File: src/rtl/rse_pkg.sv
package rse_pkg;

    // Sizing of the evaluator.
    localparam int STACK_DEPTH = 16;
    localparam int FRAC_BITS   = 16;
    localparam int DATA_W      = 32;
    localparam int CNT_W       = $clog2(STACK_DEPTH + 1);
    localparam int ADDR_W      = $clog2(STACK_DEPTH);
    localparam int CMD_W       = 3;
    localparam int STATUS_W    = 3;

    // Token queue between the front and the back.
    localparam int QUEUE_DEPTH = 2;
    localparam int QPTR_W      = $clog2(QUEUE_DEPTH);
    localparam int QCNT_W      = $clog2(QUEUE_DEPTH + 1);

    // Divider iteration count: one quotient bit per cycle.
    localparam int DIV_STEPS   = DATA_W;
    localparam int DIV_CNT_W   = $clog2(DIV_STEPS + 1);

    // Bias added to a negative product so the shift truncates toward zero.
    localparam logic signed [2*DATA_W-1:0] MUL_ROUND =
        (64'sd1 <<< FRAC_BITS) - 64'sd1;

    // Command codes on the input channel.
    localparam logic [CMD_W-1:0] CMD_PUSH = 3'd0;
    localparam logic [CMD_W-1:0] CMD_ADD  = 3'd1;
    localparam logic [CMD_W-1:0] CMD_SUB  = 3'd2;
    localparam logic [CMD_W-1:0] CMD_MUL  = 3'd3;
    localparam logic [CMD_W-1:0] CMD_DIV  = 3'd4;
    localparam logic [CMD_W-1:0] CMD_END  = 3'd5;

    // Classified operation carried through the queue.
    typedef enum logic [2:0] {
        OP_PUSH,
        OP_ADD,
        OP_SUB,
        OP_MUL,
        OP_DIV,
        OP_END
    } op_t;

    // Status codes on the result channel.
    typedef enum logic [STATUS_W-1:0] {
        STAT_OK        = 3'd0,
        STAT_UNDERFLOW = 3'd1,
        STAT_DIVZERO   = 3'd2,
        STAT_EMPTY     = 3'd3,
        STAT_EXTRA     = 3'd4,
        STAT_OVERFLOW  = 3'd5
    } status_t;

    // Sequencer states of the back end.
    typedef enum logic [2:0] {
        S_IDLE,
        S_FETCH,
        S_MULSH,
        S_DIV,
        S_SAT,
        S_OUT
    } state_t;

    // One queued token.
    typedef struct packed {
        op_t               op;
        logic [DATA_W-1:0] operand;
    } token_t;

endpackage

File: src/rtl/rpn_stack_evaluator_top.sv
// Channel   Direction  Handshake           Payload
// s_        input      s_tvalid/s_tready   s_tdata operand, s_tuser command
// m_        output     m_tvalid/m_tready   m_tdata value, m_tuser status
//
// The back end handles a push in idle; add and subtract pass through fetch
// and saturate, multiply also through shift, and divide also through the
// 32-step restoring divider. An end token's result is held until transfer.
// A two-entry token queue lets the input side keep taking transfers, until
// it is full, while the back end computes or the result waits.
// Reset clears the stack count, the held error and the queue; the stack
// memory is not cleared, since only written entries are ever read.
module rpn_stack_evaluator_top (
    input  logic                          aclk,
    input  logic                          aresetn,
    input  logic                          s_tvalid,
    output logic                          s_tready,
    input  logic [rse_pkg::DATA_W-1:0]    s_tdata,  // [31:0] operand
    input  logic [rse_pkg::CMD_W-1:0]     s_tuser,  // [2:0] command
    output logic                          m_tvalid,
    input  logic                          m_tready,
    output logic [rse_pkg::DATA_W-1:0]    m_tdata,  // [31:0] value
    output logic [rse_pkg::STATUS_W-1:0]  m_tuser   // [2:0] status
);

    logic            q_wr_valid, q_wr_ready;
    rse_pkg::token_t q_wr_entry;
    logic            q_rd_valid, q_rd_ready;
    rse_pkg::token_t q_rd_entry;

    // Token decode on the input side.
    rse_front u_front (
        .aclk       (aclk),
        .aresetn    (aresetn),
        .s_tvalid   (s_tvalid),
        .s_tready   (s_tready),
        .s_tdata    (s_tdata),
        .s_tuser    (s_tuser),
        .q_wr_valid (q_wr_valid),
        .q_wr_ready (q_wr_ready),
        .q_wr_entry (q_wr_entry)
    );

    // Decoupling queue.
    rse_queue u_queue (
        .aclk     (aclk),
        .aresetn  (aresetn),
        .wr_valid (q_wr_valid),
        .wr_ready (q_wr_ready),
        .wr_entry (q_wr_entry),
        .rd_valid (q_rd_valid),
        .rd_ready (q_rd_ready),
        .rd_entry (q_rd_entry)
    );

    // Stack machine and arithmetic.
    rse_back u_back (
        .aclk       (aclk),
        .aresetn    (aresetn),
        .q_rd_valid (q_rd_valid),
        .q_rd_ready (q_rd_ready),
        .q_rd_entry (q_rd_entry),
        .m_tvalid   (m_tvalid),
        .m_tready   (m_tready),
        .m_tdata    (m_tdata),
        .m_tuser    (m_tuser)
    );

endmodule

File: src/rtl/rse_ram.sv
module rse_ram #(
    parameter int WIDTH = 32,
    parameter int DEPTH = 16
) (
    input  logic                     aclk,
    input  logic                     we,
    input  logic [$clog2(DEPTH)-1:0] waddr,
    input  logic [WIDTH-1:0]         wdata,
    input  logic [$clog2(DEPTH)-1:0] raddr,
    output logic [WIDTH-1:0]         rdata
);

    logic [WIDTH-1:0] mem [DEPTH];

    // Single write port, registered read port.
    always_ff @(posedge aclk) begin
        if (we) begin
            mem[waddr] <= wdata;
        end
        rdata <= mem[raddr];
    end

endmodule

File: src/rtl/rse_front.sv
module rse_front (
    input  logic                        aclk,
    input  logic                        aresetn,
    input  logic                        s_tvalid,
    output logic                        s_tready,
    input  logic [rse_pkg::DATA_W-1:0]  s_tdata,
    input  logic [rse_pkg::CMD_W-1:0]   s_tuser,
    output logic                        q_wr_valid,
    input  logic                        q_wr_ready,
    output rse_pkg::token_t             q_wr_entry
);

    logic               known;
    rse_pkg::op_t       op;

    // Decode the command; unused codes are taken and discarded.
    always_comb begin
        known = 1'b1;
        op    = rse_pkg::OP_PUSH;
        unique case (s_tuser)
            rse_pkg::CMD_PUSH: op = rse_pkg::OP_PUSH;
            rse_pkg::CMD_ADD:  op = rse_pkg::OP_ADD;
            rse_pkg::CMD_SUB:  op = rse_pkg::OP_SUB;
            rse_pkg::CMD_MUL:  op = rse_pkg::OP_MUL;
            rse_pkg::CMD_DIV:  op = rse_pkg::OP_DIV;
            rse_pkg::CMD_END:  op = rse_pkg::OP_END;
            default:           known = 1'b0;
        endcase
    end

    assign s_tready           = q_wr_ready;
    assign q_wr_valid         = s_tvalid && known;
    assign q_wr_entry.op      = op;
    assign q_wr_entry.operand = s_tdata;

endmodule

File: src/rtl/rse_queue.sv
module rse_queue (
    input  logic            aclk,
    input  logic            aresetn,
    input  logic            wr_valid,
    output logic            wr_ready,
    input  rse_pkg::token_t wr_entry,
    output logic            rd_valid,
    input  logic            rd_ready,
    output rse_pkg::token_t rd_entry
);

    rse_pkg::token_t                  slot_reg [rse_pkg::QUEUE_DEPTH];
    logic [rse_pkg::QPTR_W-1:0]       wr_ptr_reg, wr_ptr_next;
    logic [rse_pkg::QPTR_W-1:0]       rd_ptr_reg, rd_ptr_next;
    logic [rse_pkg::QCNT_W-1:0]       fill_reg, fill_next;
    logic                             do_wr, do_rd;

    assign wr_ready = (fill_reg != rse_pkg::QCNT_W'(rse_pkg::QUEUE_DEPTH));
    assign rd_valid = (fill_reg != '0);
    assign rd_entry = slot_reg[rd_ptr_reg];
    assign do_wr    = wr_valid && wr_ready;
    assign do_rd    = rd_valid && rd_ready;

    // Pointer and fill bookkeeping.
    always_comb begin
        wr_ptr_next = wr_ptr_reg;
        rd_ptr_next = rd_ptr_reg;
        fill_next   = fill_reg;
        if (do_wr) begin
            wr_ptr_next = (wr_ptr_reg == rse_pkg::QPTR_W'(rse_pkg::QUEUE_DEPTH - 1)) ?
                          '0 : wr_ptr_reg + rse_pkg::QPTR_W'(1);
        end
        if (do_rd) begin
            rd_ptr_next = (rd_ptr_reg == rse_pkg::QPTR_W'(rse_pkg::QUEUE_DEPTH - 1)) ?
                          '0 : rd_ptr_reg + rse_pkg::QPTR_W'(1);
        end
        if (do_wr && !do_rd) begin
            fill_next = fill_reg + rse_pkg::QCNT_W'(1);
        end else if (do_rd && !do_wr) begin
            fill_next = fill_reg - rse_pkg::QCNT_W'(1);
        end
    end

    always_ff @(posedge aclk) begin
        if (!aresetn) begin
            wr_ptr_reg <= '0;
            rd_ptr_reg <= '0;
            fill_reg   <= '0;
        end else begin
            wr_ptr_reg <= wr_ptr_next;
            rd_ptr_reg <= rd_ptr_next;
            fill_reg   <= fill_next;
        end
    end

    // Token storage.
    always_ff @(posedge aclk) begin
        if (do_wr) begin
            slot_reg[wr_ptr_reg] <= wr_entry;
        end
    end

endmodule

File: src/rtl/rse_div.sv
module rse_div (
    input  logic                                aclk,
    input  logic                                aresetn,
    input  logic                                start,
    input  logic signed [rse_pkg::DATA_W-1:0]   left,
    input  logic signed [rse_pkg::DATA_W-1:0]   right,
    output logic                                done,
    output logic signed [2*rse_pkg::DATA_W-1:0] result
);

    localparam int W = rse_pkg::DATA_W;

    logic [W-1:0]                   rem_reg, rem_next;
    logic [W-1:0]                   quo_reg, quo_next;
    logic [W-1:0]                   absr_reg, absr_next;
    logic                           neg_reg, neg_next;
    logic                           ovf_reg, ovf_next;
    logic                           busy_reg, busy_next;
    logic                           done_reg, done_next;
    logic [rse_pkg::DIV_CNT_W-1:0]  cnt_reg, cnt_next;

    logic [W-1:0]                   absl, absr;
    logic [2*W-1:0]                 dvd;
    logic [W:0]                     shifted;
    logic                           ge;
    logic signed [2*W-1:0]          mag;

    // Magnitudes of the operands and the scaled dividend.
    assign absl = left[W-1]  ? (W'(0) - W'(left))  : W'(left);
    assign absr = right[W-1] ? (W'(0) - W'(right)) : W'(right);
    assign dvd  = {{W{1'b0}}, absl} << rse_pkg::FRAC_BITS;

    // One restoring step: shift in the next dividend bit, subtract if it fits.
    assign shifted = {rem_reg, quo_reg[W-1]};
    assign ge      = (shifted >= {1'b0, absr_reg});

    always_comb begin
        rem_next  = rem_reg;
        quo_next  = quo_reg;
        absr_next = absr_reg;
        neg_next  = neg_reg;
        ovf_next  = ovf_reg;
        busy_next = busy_reg;
        cnt_next  = cnt_reg;
        done_next = 1'b0;
        if (start) begin
            // The upper half of the dividend is below the divisor unless the
            // quotient needs more than one word; then it saturates anyway.
            rem_next  = dvd[2*W-1:W];
            quo_next  = dvd[W-1:0];
            absr_next = absr;
            neg_next  = left[W-1] ^ right[W-1];
            ovf_next  = (dvd[2*W-1:W] >= absr);
            busy_next = 1'b1;
            cnt_next  = rse_pkg::DIV_CNT_W'(rse_pkg::DIV_STEPS);
        end else if (busy_reg) begin
            rem_next = ge ? W'(shifted - {1'b0, absr_reg}) : shifted[W-1:0];
            quo_next = {quo_reg[W-2:0], ge};
            cnt_next = cnt_reg - rse_pkg::DIV_CNT_W'(1);
            if (cnt_reg == rse_pkg::DIV_CNT_W'(1)) begin
                busy_next = 1'b0;
                done_next = 1'b1;
            end
        end
    end

    always_ff @(posedge aclk) begin
        if (!aresetn) begin
            busy_reg <= 1'b0;
            done_reg <= 1'b0;
            cnt_reg  <= '0;
        end else begin
            busy_reg <= busy_next;
            done_reg <= done_next;
            cnt_reg  <= cnt_next;
        end
    end

    always_ff @(posedge aclk) begin
        rem_reg  <= rem_next;
        quo_reg  <= quo_next;
        absr_reg <= absr_next;
        neg_reg  <= neg_next;
        ovf_reg  <= ovf_next;
    end

    // Signed quotient; an oversized magnitude is pushed past the word range.
    assign mag    = ovf_reg ? ((2*W)'(1) <<< W) : {{W{1'b0}}, quo_reg};
    assign result = neg_reg ? -mag : mag;
    assign done   = done_reg;

endmodule

File: src/rtl/rse_back.sv
module rse_back (
    input  logic                          aclk,
    input  logic                          aresetn,
    input  logic                          q_rd_valid,
    output logic                          q_rd_ready,
    input  rse_pkg::token_t               q_rd_entry,
    output logic                          m_tvalid,
    input  logic                          m_tready,
    output logic [rse_pkg::DATA_W-1:0]    m_tdata,
    output logic [rse_pkg::STATUS_W-1:0]  m_tuser
);

    localparam int W = rse_pkg::DATA_W;

    rse_pkg::state_t                 state_reg, state_next;
    logic [rse_pkg::CNT_W-1:0]       count_reg, count_next;
    rse_pkg::status_t                err_reg, err_next;
    logic signed [W-1:0]             tos_reg, tos_next;
    rse_pkg::op_t                    op_reg, op_next;
    logic signed [2*W-1:0]           prod_reg, prod_next;
    logic signed [2*W-1:0]           wide_reg, wide_next;
    logic [W-1:0]                    out_value_reg, out_value_next;
    rse_pkg::status_t                out_status_reg, out_status_next;

    logic                            ram_we;
    logic [rse_pkg::ADDR_W-1:0]      ram_waddr, ram_raddr;
    logic signed [W-1:0]             ram_rdata;
    logic                            div_start, div_done;
    logic signed [2*W-1:0]           div_result;
    logic signed [2*W-1:0]           mul_bias;
    logic                            sat_hi, sat_lo;
    logic signed [W-1:0]             sat_value;
    rse_pkg::status_t                end_status;

    // Keeps the first error until the end token.
    function automatic rse_pkg::status_t keep_first(input rse_pkg::status_t held,
                                                    input rse_pkg::status_t code);
        return (held == rse_pkg::STAT_OK) ? code : held;
    endfunction

    // Entries below the top of stack; the top itself lives in tos_reg.
    rse_ram #(
        .WIDTH(W),
        .DEPTH(rse_pkg::STACK_DEPTH)
    ) u_stack (
        .aclk  (aclk),
        .we    (ram_we),
        .waddr (ram_waddr),
        .wdata (tos_reg),
        .raddr (ram_raddr),
        .rdata (ram_rdata)
    );

    rse_div u_div (
        .aclk    (aclk),
        .aresetn (aresetn),
        .start   (div_start),
        .left    (ram_rdata),
        .right   (tos_reg),
        .done    (div_done),
        .result  (div_result)
    );

    assign ram_waddr = rse_pkg::ADDR_W'(count_reg - rse_pkg::CNT_W'(1));
    assign ram_raddr = rse_pkg::ADDR_W'(count_reg - rse_pkg::CNT_W'(2));

    // Saturation of a wide intermediate to one word.
    assign sat_hi    = !wide_reg[2*W-1] && (|wide_reg[2*W-2:W-1]);
    assign sat_lo    = wide_reg[2*W-1] && !(&wide_reg[2*W-2:W-1]);
    assign sat_value = sat_hi ? {1'b0, {(W-1){1'b1}}} :
                       sat_lo ? {1'b1, {(W-1){1'b0}}} : wide_reg[W-1:0];

    assign mul_bias  = prod_reg[2*W-1] ? rse_pkg::MUL_ROUND : '0;

    // Status reported by an end token.
    always_comb begin
        if (err_reg != rse_pkg::STAT_OK) begin
            end_status = err_reg;
        end else if (count_reg == '0) begin
            end_status = rse_pkg::STAT_EMPTY;
        end else if (count_reg > rse_pkg::CNT_W'(1)) begin
            end_status = rse_pkg::STAT_EXTRA;
        end else begin
            end_status = rse_pkg::STAT_OK;
        end
    end

    // Sequencer: next state and datapath controls.
    always_comb begin
        state_next      = state_reg;
        count_next      = count_reg;
        err_next        = err_reg;
        tos_next        = tos_reg;
        op_next         = op_reg;
        prod_next       = prod_reg;
        wide_next       = wide_reg;
        out_value_next  = out_value_reg;
        out_status_next = out_status_reg;
        q_rd_ready      = 1'b0;
        ram_we          = 1'b0;
        div_start       = 1'b0;
        unique case (state_reg)
            rse_pkg::S_IDLE: begin
                q_rd_ready = 1'b1;
                if (q_rd_valid) begin
                    unique case (q_rd_entry.op) inside
                        rse_pkg::OP_PUSH: begin
                            if (count_reg == rse_pkg::CNT_W'(rse_pkg::STACK_DEPTH)) begin
                                err_next = keep_first(err_reg, rse_pkg::STAT_OVERFLOW);
                            end else begin
                                ram_we     = (count_reg != '0);
                                tos_next   = q_rd_entry.operand;
                                count_next = count_reg + rse_pkg::CNT_W'(1);
                            end
                        end
                        rse_pkg::OP_ADD, rse_pkg::OP_SUB, rse_pkg::OP_MUL,
                        rse_pkg::OP_DIV: begin
                            if (count_reg < rse_pkg::CNT_W'(2)) begin
                                err_next = keep_first(err_reg, rse_pkg::STAT_UNDERFLOW);
                            end else if (q_rd_entry.op == rse_pkg::OP_DIV &&
                                         tos_reg == '0) begin
                                err_next = keep_first(err_reg, rse_pkg::STAT_DIVZERO);
                            end else begin
                                op_next    = q_rd_entry.op;
                                state_next = rse_pkg::S_FETCH;
                            end
                        end
                        rse_pkg::OP_END: begin
                            out_status_next = end_status;
                            out_value_next  = (end_status == rse_pkg::STAT_OK) ?
                                              tos_reg : '0;
                            count_next      = '0;
                            err_next        = rse_pkg::STAT_OK;
                            state_next      = rse_pkg::S_OUT;
                        end
                        default: begin
                        end
                    endcase
                end
            end
            rse_pkg::S_FETCH: begin
                // Left operand arrives from the stack memory this cycle.
                unique case (op_reg) inside
                    rse_pkg::OP_ADD: begin
                        wide_next  = (2*W)'(ram_rdata) + (2*W)'(tos_reg);
                        state_next = rse_pkg::S_SAT;
                    end
                    rse_pkg::OP_SUB: begin
                        wide_next  = (2*W)'(ram_rdata) - (2*W)'(tos_reg);
                        state_next = rse_pkg::S_SAT;
                    end
                    rse_pkg::OP_MUL: begin
                        prod_next  = ram_rdata * tos_reg;
                        state_next = rse_pkg::S_MULSH;
                    end
                    default: begin
                        div_start  = 1'b1;
                        state_next = rse_pkg::S_DIV;
                    end
                endcase
            end
            rse_pkg::S_MULSH: begin
                wide_next  = (prod_reg + mul_bias) >>> rse_pkg::FRAC_BITS;
                state_next = rse_pkg::S_SAT;
            end
            rse_pkg::S_DIV: begin
                if (div_done) begin
                    wide_next  = div_result;
                    state_next = rse_pkg::S_SAT;
                end
            end
            rse_pkg::S_SAT: begin
                tos_next   = sat_value;
                count_next = count_reg - rse_pkg::CNT_W'(1);
                state_next = rse_pkg::S_IDLE;
            end
            rse_pkg::S_OUT: begin
                if (m_tready) begin
                    state_next = rse_pkg::S_IDLE;
                end
            end
            default: begin
                state_next = rse_pkg::S_IDLE;
            end
        endcase
    end

    always_ff @(posedge aclk) begin
        if (!aresetn) begin
            state_reg <= rse_pkg::S_IDLE;
            count_reg <= '0;
            err_reg   <= rse_pkg::STAT_OK;
        end else begin
            state_reg <= state_next;
            count_reg <= count_next;
            err_reg   <= err_next;
        end
    end

    always_ff @(posedge aclk) begin
        tos_reg        <= tos_next;
        op_reg         <= op_next;
        prod_reg       <= prod_next;
        wide_reg       <= wide_next;
        out_value_reg  <= out_value_next;
        out_status_reg <= out_status_next;
    end

    assign m_tvalid = (state_reg == rse_pkg::S_OUT);
    assign m_tdata  = out_value_reg;
    assign m_tuser  = out_status_reg;

endmodule

File: config.mk
export PLATFORM = sky130hd
export DESIGN_NAME = rpn_stack_evaluator_top
export DESIGN_NICKNAME = d
export VERILOG_FILES = /design/src/rtl/rse_pkg.sv /design/src/rtl/rpn_stack_evaluator_top.sv /design/src/rtl/rse_ram.sv /design/src/rtl/rse_front.sv /design/src/rtl/rse_queue.sv /design/src/rtl/rse_div.sv /design/src/rtl/rse_back.sv
export SDC_FILE = /design/constraint.sdc
export NUM_CORES = 2
export LEC_CHECK = 0
export ABC_AREA = 1
export BUFFER_PORTS_ARGS = -buffer_cell sky130_fd_sc_hd__buf_2
export CAP_MARGIN = 20
export CORE_AREA = 2 2 615 311
export DETAILED_ROUTE_END_ITERATION = 16
export DIE_AREA = 0 0 617 313
export GPL_TIMING_DRIVEN = 0
export SLEW_MARGIN = 40
export SYNTH_ARGS = -nofsm -noshare
export SYNTH_HDL_FRONTEND = slang
export SYNTH_SLANG_ARGS = --single-unit
export TNS_END_PERCENT = 30
File: constraint.sdc
create_clock -name aclk -period 12.5 [get_ports aclk]
set_input_delay 1.875 -clock aclk [delete_from_list [all_inputs] [get_ports aclk]]
set_output_delay 1.875 -clock aclk [all_outputs]
set_load 0.01 [all_outputs]
Word level (Yosys, flattened, before mapping)
Memory sizes are Yosys's and may differ from the RTL's. A register that Yosys moved wholly into a read port is not among the register bits.
Cells that the tools add are included.
W data, S select, Z words.

word-level totals
  logic and storage cells = 195
  RAM bits = 582
  register bits = 319
  memories kept = 2

cells by class
  equal/unequal tests = 36
  add/sub/neg operators = 15
  multiply operators = 1
  $lt $le $gt $ge = 4
  reduce and logical (&&, ||, !) cells = 43
  muxes and demuxes = 66
  bitwise gates (word level) = 5

memory list
  name                depth  width  read ports  clocked after memory_dff  write ports  line             text
  u_back.u_stack.mem  16     32     1           1                         1            rse_ram.sv:13    logic [WIDTH-1:0] mem [DEPTH];
  u_queue.slot_reg    2      35     1           1                         1            rse_queue.sv:12  rse_pkg::token_t slot_reg [rse_pkg::QUEUE_DEPTH];

operator list
  kind                     number
  $mux W32                 10
  $pmux W64 S3             1
  $mux W64                 2
  $pmux W64 S2             1
  $add A64 B64 Y64         1
  $mul A32 B32 Y64         1
  $neg A33 Y64             1
  $pmux W32 S2             1
  $sub A1 B32 Y32 const A  2
  $mux W16                 3
  $mux W3                  14
  $add A32 B32 Y33         1
  $ge A33 B32 Y1           1
  $mux W33                 1
  $sub A32 B32 Y33         1
  $ge A16 B32 Y1           1
  $logic_not A32 Y1        1
  $reduce_and A32 Y1       1
  $reduce_or A32 Y1        1
  $sub A32 B32 Y32         1
  $pmux W3 S5              2
  $eq A3 B2 Y1 const B     8
  $mux W1                  20
  $pmux W5 S2              2
  other kinds (42)         92

Longest topological paths before layout
  depth in word-level cells = 9
  mapped depth = 32
  mapped depth without buffers = 29

By module
A second synthesis with hierarchy kept.

unflattened totals
  cell total of the unflattened synthesis = 10,903
  area, all modules = 89,653.5 sq um

by module, submodules not included
  module     cells each  area an instance (sq um)  sequential area each (sq um)  instances
  rse_back   6,912       53,226.0                  6,165.9                       1
  rse_ram    2,120       22,730.6                  16,015.4                      1
  rse_div    1,684       10,496.3                  2,782.7                       1
  rse_queue  146         2,920.3                   2,202.1                       1
  rse_front  41          280.3                     0.0                           1

Worst setup path after synthesis
No wires, ideal clock.

  path type = reg-to-reg
  start = register u_back.u_stack.rdata[31], read port of u_back.u_stack.mem
  end = register u_back.prod_reg[62], data pin
  required time = 12,248 ps
  stages on the path, launching flop included = 31
  setup slack = 4,798 ps
  arrival = 7,449 ps
  path buffers = 3
  cell sequence = dfxtp_1 > buf_2 > buf_1 > clkbuf_1 > nand2_1 > inv_1 > fa_1 > fa_1 > inv_1 > fa_1 > inv_1 > fa_1 > inv_1 > fa_1 > inv_1 > fa_1 > inv_1 > fa_1 > inv_1 > fa_1 > ha_1 > a21oi_1 > inv_1 > a31oi_1 > o21ai_0 > nand2_1 > o211ai_1 > a31oi_1 > nand2_1 > nand2_1 > nand2_1

on the way
  longest elaborated chain between the ends = 1

RTL lines
  element               line             text
  start, declared       rse_ram.sv:10    output logic [WIDTH-1:0] rdata
  $mul A32 B32 Y64      rse_back.sv:153  prod_next = ram_rdata * tos_reg;
  end signal, assigned  rse_back.sv:203  prod_reg <= prod_next;
  end, declared         rse_back.sv:20   logic signed [2*W-1:0] prod_reg, prod_next;

No other way between the ends.
A chain may end at the register's enable or synchronous reset.

Worst setup path after layout
  start = register u_back.u_stack.rdata[31], read port of u_back.u_stack.mem
  end = register u_back.prod_reg[63], data pin

The elaborated chain is that of the path after synthesis.

==> impl_metrics.json <==
{
  "multi_input_area_um2": 47700,
  "drive_above_1_share": 0.0700,
  "start_util": 0.448,
  "fin_crit_sh": 0.905,
  "hold_viol": 0,
  "r2r-start": "u_back.u_stack.rdata[31]$_DFF_P_",
  "ys.flop_type": "edfxtp_1",
  "dp_hpwl_mm": 352,
  "criticalPathCategory": "register to register",
  "rsz0062_at_grt": "no",
  "io_pins": 76,
  "fillerInstances": 18000,
  "fin_util": 0.496,
  "syn2layout_area_growth_pct": 10.7,
  "cts_buffers": 77,
  "die_w_um": 617,
  "synthArstFlopShare": 0,
  "cts_tree": "built",
  "ys_seq_area_frac": 0.323,
  "synth-edff-count": 846,
  "ff2ff_setup_slack_ns": 1.18,
  "min_period_ns": 11.32,
  "antenna_left": 0,
  "die_h_um": 313,
  "hold_path_depth": 2,
  "reg2reg_depth": 27,
  "cts_resized": 0,
  "synth_nets": 11000,
  "die-area_um2": 193000,
  "wl_per_cell_um": 33.9,
  "crit_start": "u_back.u_stack.rdata[31]$_DFF_P_",
  "drc": 0,
  "syn_area_um2": 84200,
  "timing.fmax_mhz": 88.4,
  "finalWirelength_mm": 422,
  "grt_start_max_net_pins": 46,
  "path_depth": 27,
  "crit_path_start_kind": "register",
  "final-seq-area_um2": 27200,
  "most-common-layout-cells": "inv_1 (2,083), nand2_1 (2,052), fa_1 (1,082)",
  "synth_seq_cells": 934,
  "gp_congestion": 1.08,
  "final_common_cell": "inv_1",
  "clkSlewWorstSetupHoldPaths_ns": 0.08,
  "h-tree-depth": 3,
  "finClkSkew_ns": 0.0525,
  "worst_hold_path_type": "register to register",
  "tns_ns": 0,
  "slew_violations": 0,
  "viasPerCell": 5.95,
  "maxSlewHeadroom": 0.311,
  "setup_viol": 0,
  "grt_overflow": 0,
  "crit_slowest_cell": "fa_4",
  "grt_first_pass_wirelength_mm": 568,
  "io_buffers": 75,
  "antenna_found_initial": 38,
  "nets": 11300,
  "rows": 113,
  "clock_latency_ns": 0.70,
  "r2r-end": "u_back.prod_reg[63]$_DFFE_PP_",
  "vias": 74200,
  "clock_sinks": 934,
  "largest_reg_flops": 512,
  "synth.distinct_cells": 66,
  "critPathCaptureType": "register",
  "drv_cap": 0,
  "critPathRequiredTime_ns": 12.90,
  "status": "finished clean",
  "path_max_fanout": 10,
  "drt_pass1_iterations": 6,
  "worstHoldEndpoint": "u_back.u_div.rem_reg[25]$_SDFFE_PP0P_",
  "hp-start": "u_back.u_div.rem_reg[25]$_SDFFE_PP0P_",
  "cts_root_buf": "clkbuf_16",
  "hold_buffers": 0,
  "synthCells": 9581,
  "grt_usage": 0.433,
  "path_common_cell": "fa_1",
  "cp_slowest_stage_delay_ns": 1.02,
  "crit_arrival_ns": 11.72,
  "path_buf_inv": 9,
  "cts_buffer_depth": 3,
  "grt_pass1_vias": 68400,
  "post-cts-setup-buffers": 0,
  "synth.avg_cell_area_um2": 8.79,
  "core_region_area_um2": 188000,
  "first_iter_violations": 12800,
  "yosys_warnings": 0,
  "worst_slew_pin_slew_ns": 1.03,
  "path_delay_family": "adder cells"
}
## stage by stage
stage | hold WS, ns | setup WS, ns | std cells | cell area [um2]
6_report | 0.477 | 1.18 | 12500 | 93200
3_3_place_gp | 0.460 | 0.675 | 12200 | 87800
5_1_grt | 0.495 | 1.44 | 12500 | 93200
2_1_floorplan | 0.439 | 4.80 | 9581 | 84200
3_5_place_dp | 0.465 | 1.94 | 12300 | 90300
4_1_cts | 0.475 | 1.93 | 12400 | 93000
## layout make-up
cell class / count / area share
Multi-Input combinational cell: 6116 / 0.511
Sequential cell: 934 / 0.291
Inverter: 2095 / 0.0844
Tap cell: 2530 / 0.0339
Timing Repair Buffer: 191 / 0.0272
Clock buffer: 98 / 0.0225
Buffer: 436 / 0.0216
Clock inverter: 44 / 0.00723
Antenna cell: 20 / 0.000537
## cells by family after synthesis
kind of cell | share of synthesized area
muxes | 0.000119
and+or+nand+nor | 0.168
adders and majority gates | 0.302
buffers and inverters | 0.114
xor gates and xnor gates | 0.0144
DFF | 0.323
AOI/OAI and AO/OA | 0.0787
## tightest hold or removal path, stage by stage (launching register included)
cell and delay (ns):
dfxtp_1 0.33, nand2_1 0.07, nand2_1 0.04
## cell usage after synthesis (all sizes together) (74+ instances only)
cell | number | area share
xor2 | 100 | 0.010
nor2 | 789 | 0.036
dfxtp | 88 | 0.021
edfxtp | 846 | 0.30
fa | 1084 | 0.26
inv | 2093 | 0.093
nand4 | 79 | 0.0059
nand3 | 343 | 0.021
a21oi | 234 | 0.014
buf | 131 | 0.0074
clkbuf | 305 | 0.014
o221ai | 103 | 0.011
nand2 | 2067 | 0.093
nor3 | 74 | 0.0050
o21ai | 600 | 0.036
ha | 298 | 0.044
## worst max-delay path by stage
stage,endpoint,slack (ns)
after global routing,u_back.prod_reg[63]$_DFFE_PP_,1.44
after global placement,u_back.prod_reg[63]$_DFFE_PP_,0.67
after floorplan,u_back.prod_reg[62]$_DFFE_PP_,4.80
after CTS,u_back.prod_reg[44]$_DFFE_PP_,1.93
final,u_back.prod_reg[63]$_DFFE_PP_,1.18
after detailed placement,u_back.prod_reg[63]$_DFFE_PP_,1.94
## layer usage
metal | vias up | GRT usage | part of all wire | wire length, um
met5 | - | 0.0699 | 0.0058 | 2440
met2 | 6292 | 0.443 | 0.31 | 129000
li1 | 30300 | - | - | -
met3 | 418 | 0.327 | 0.23 | 96600
met1 | 37100 | 0.673 | 0.44 | 187000
met4 | 44 | 0.0588 | 0.016 | 6770
Power is left out: the tool's default activity adds up to more than one toggle a clock period on the data nets, which glitch-free logic cannot reach.
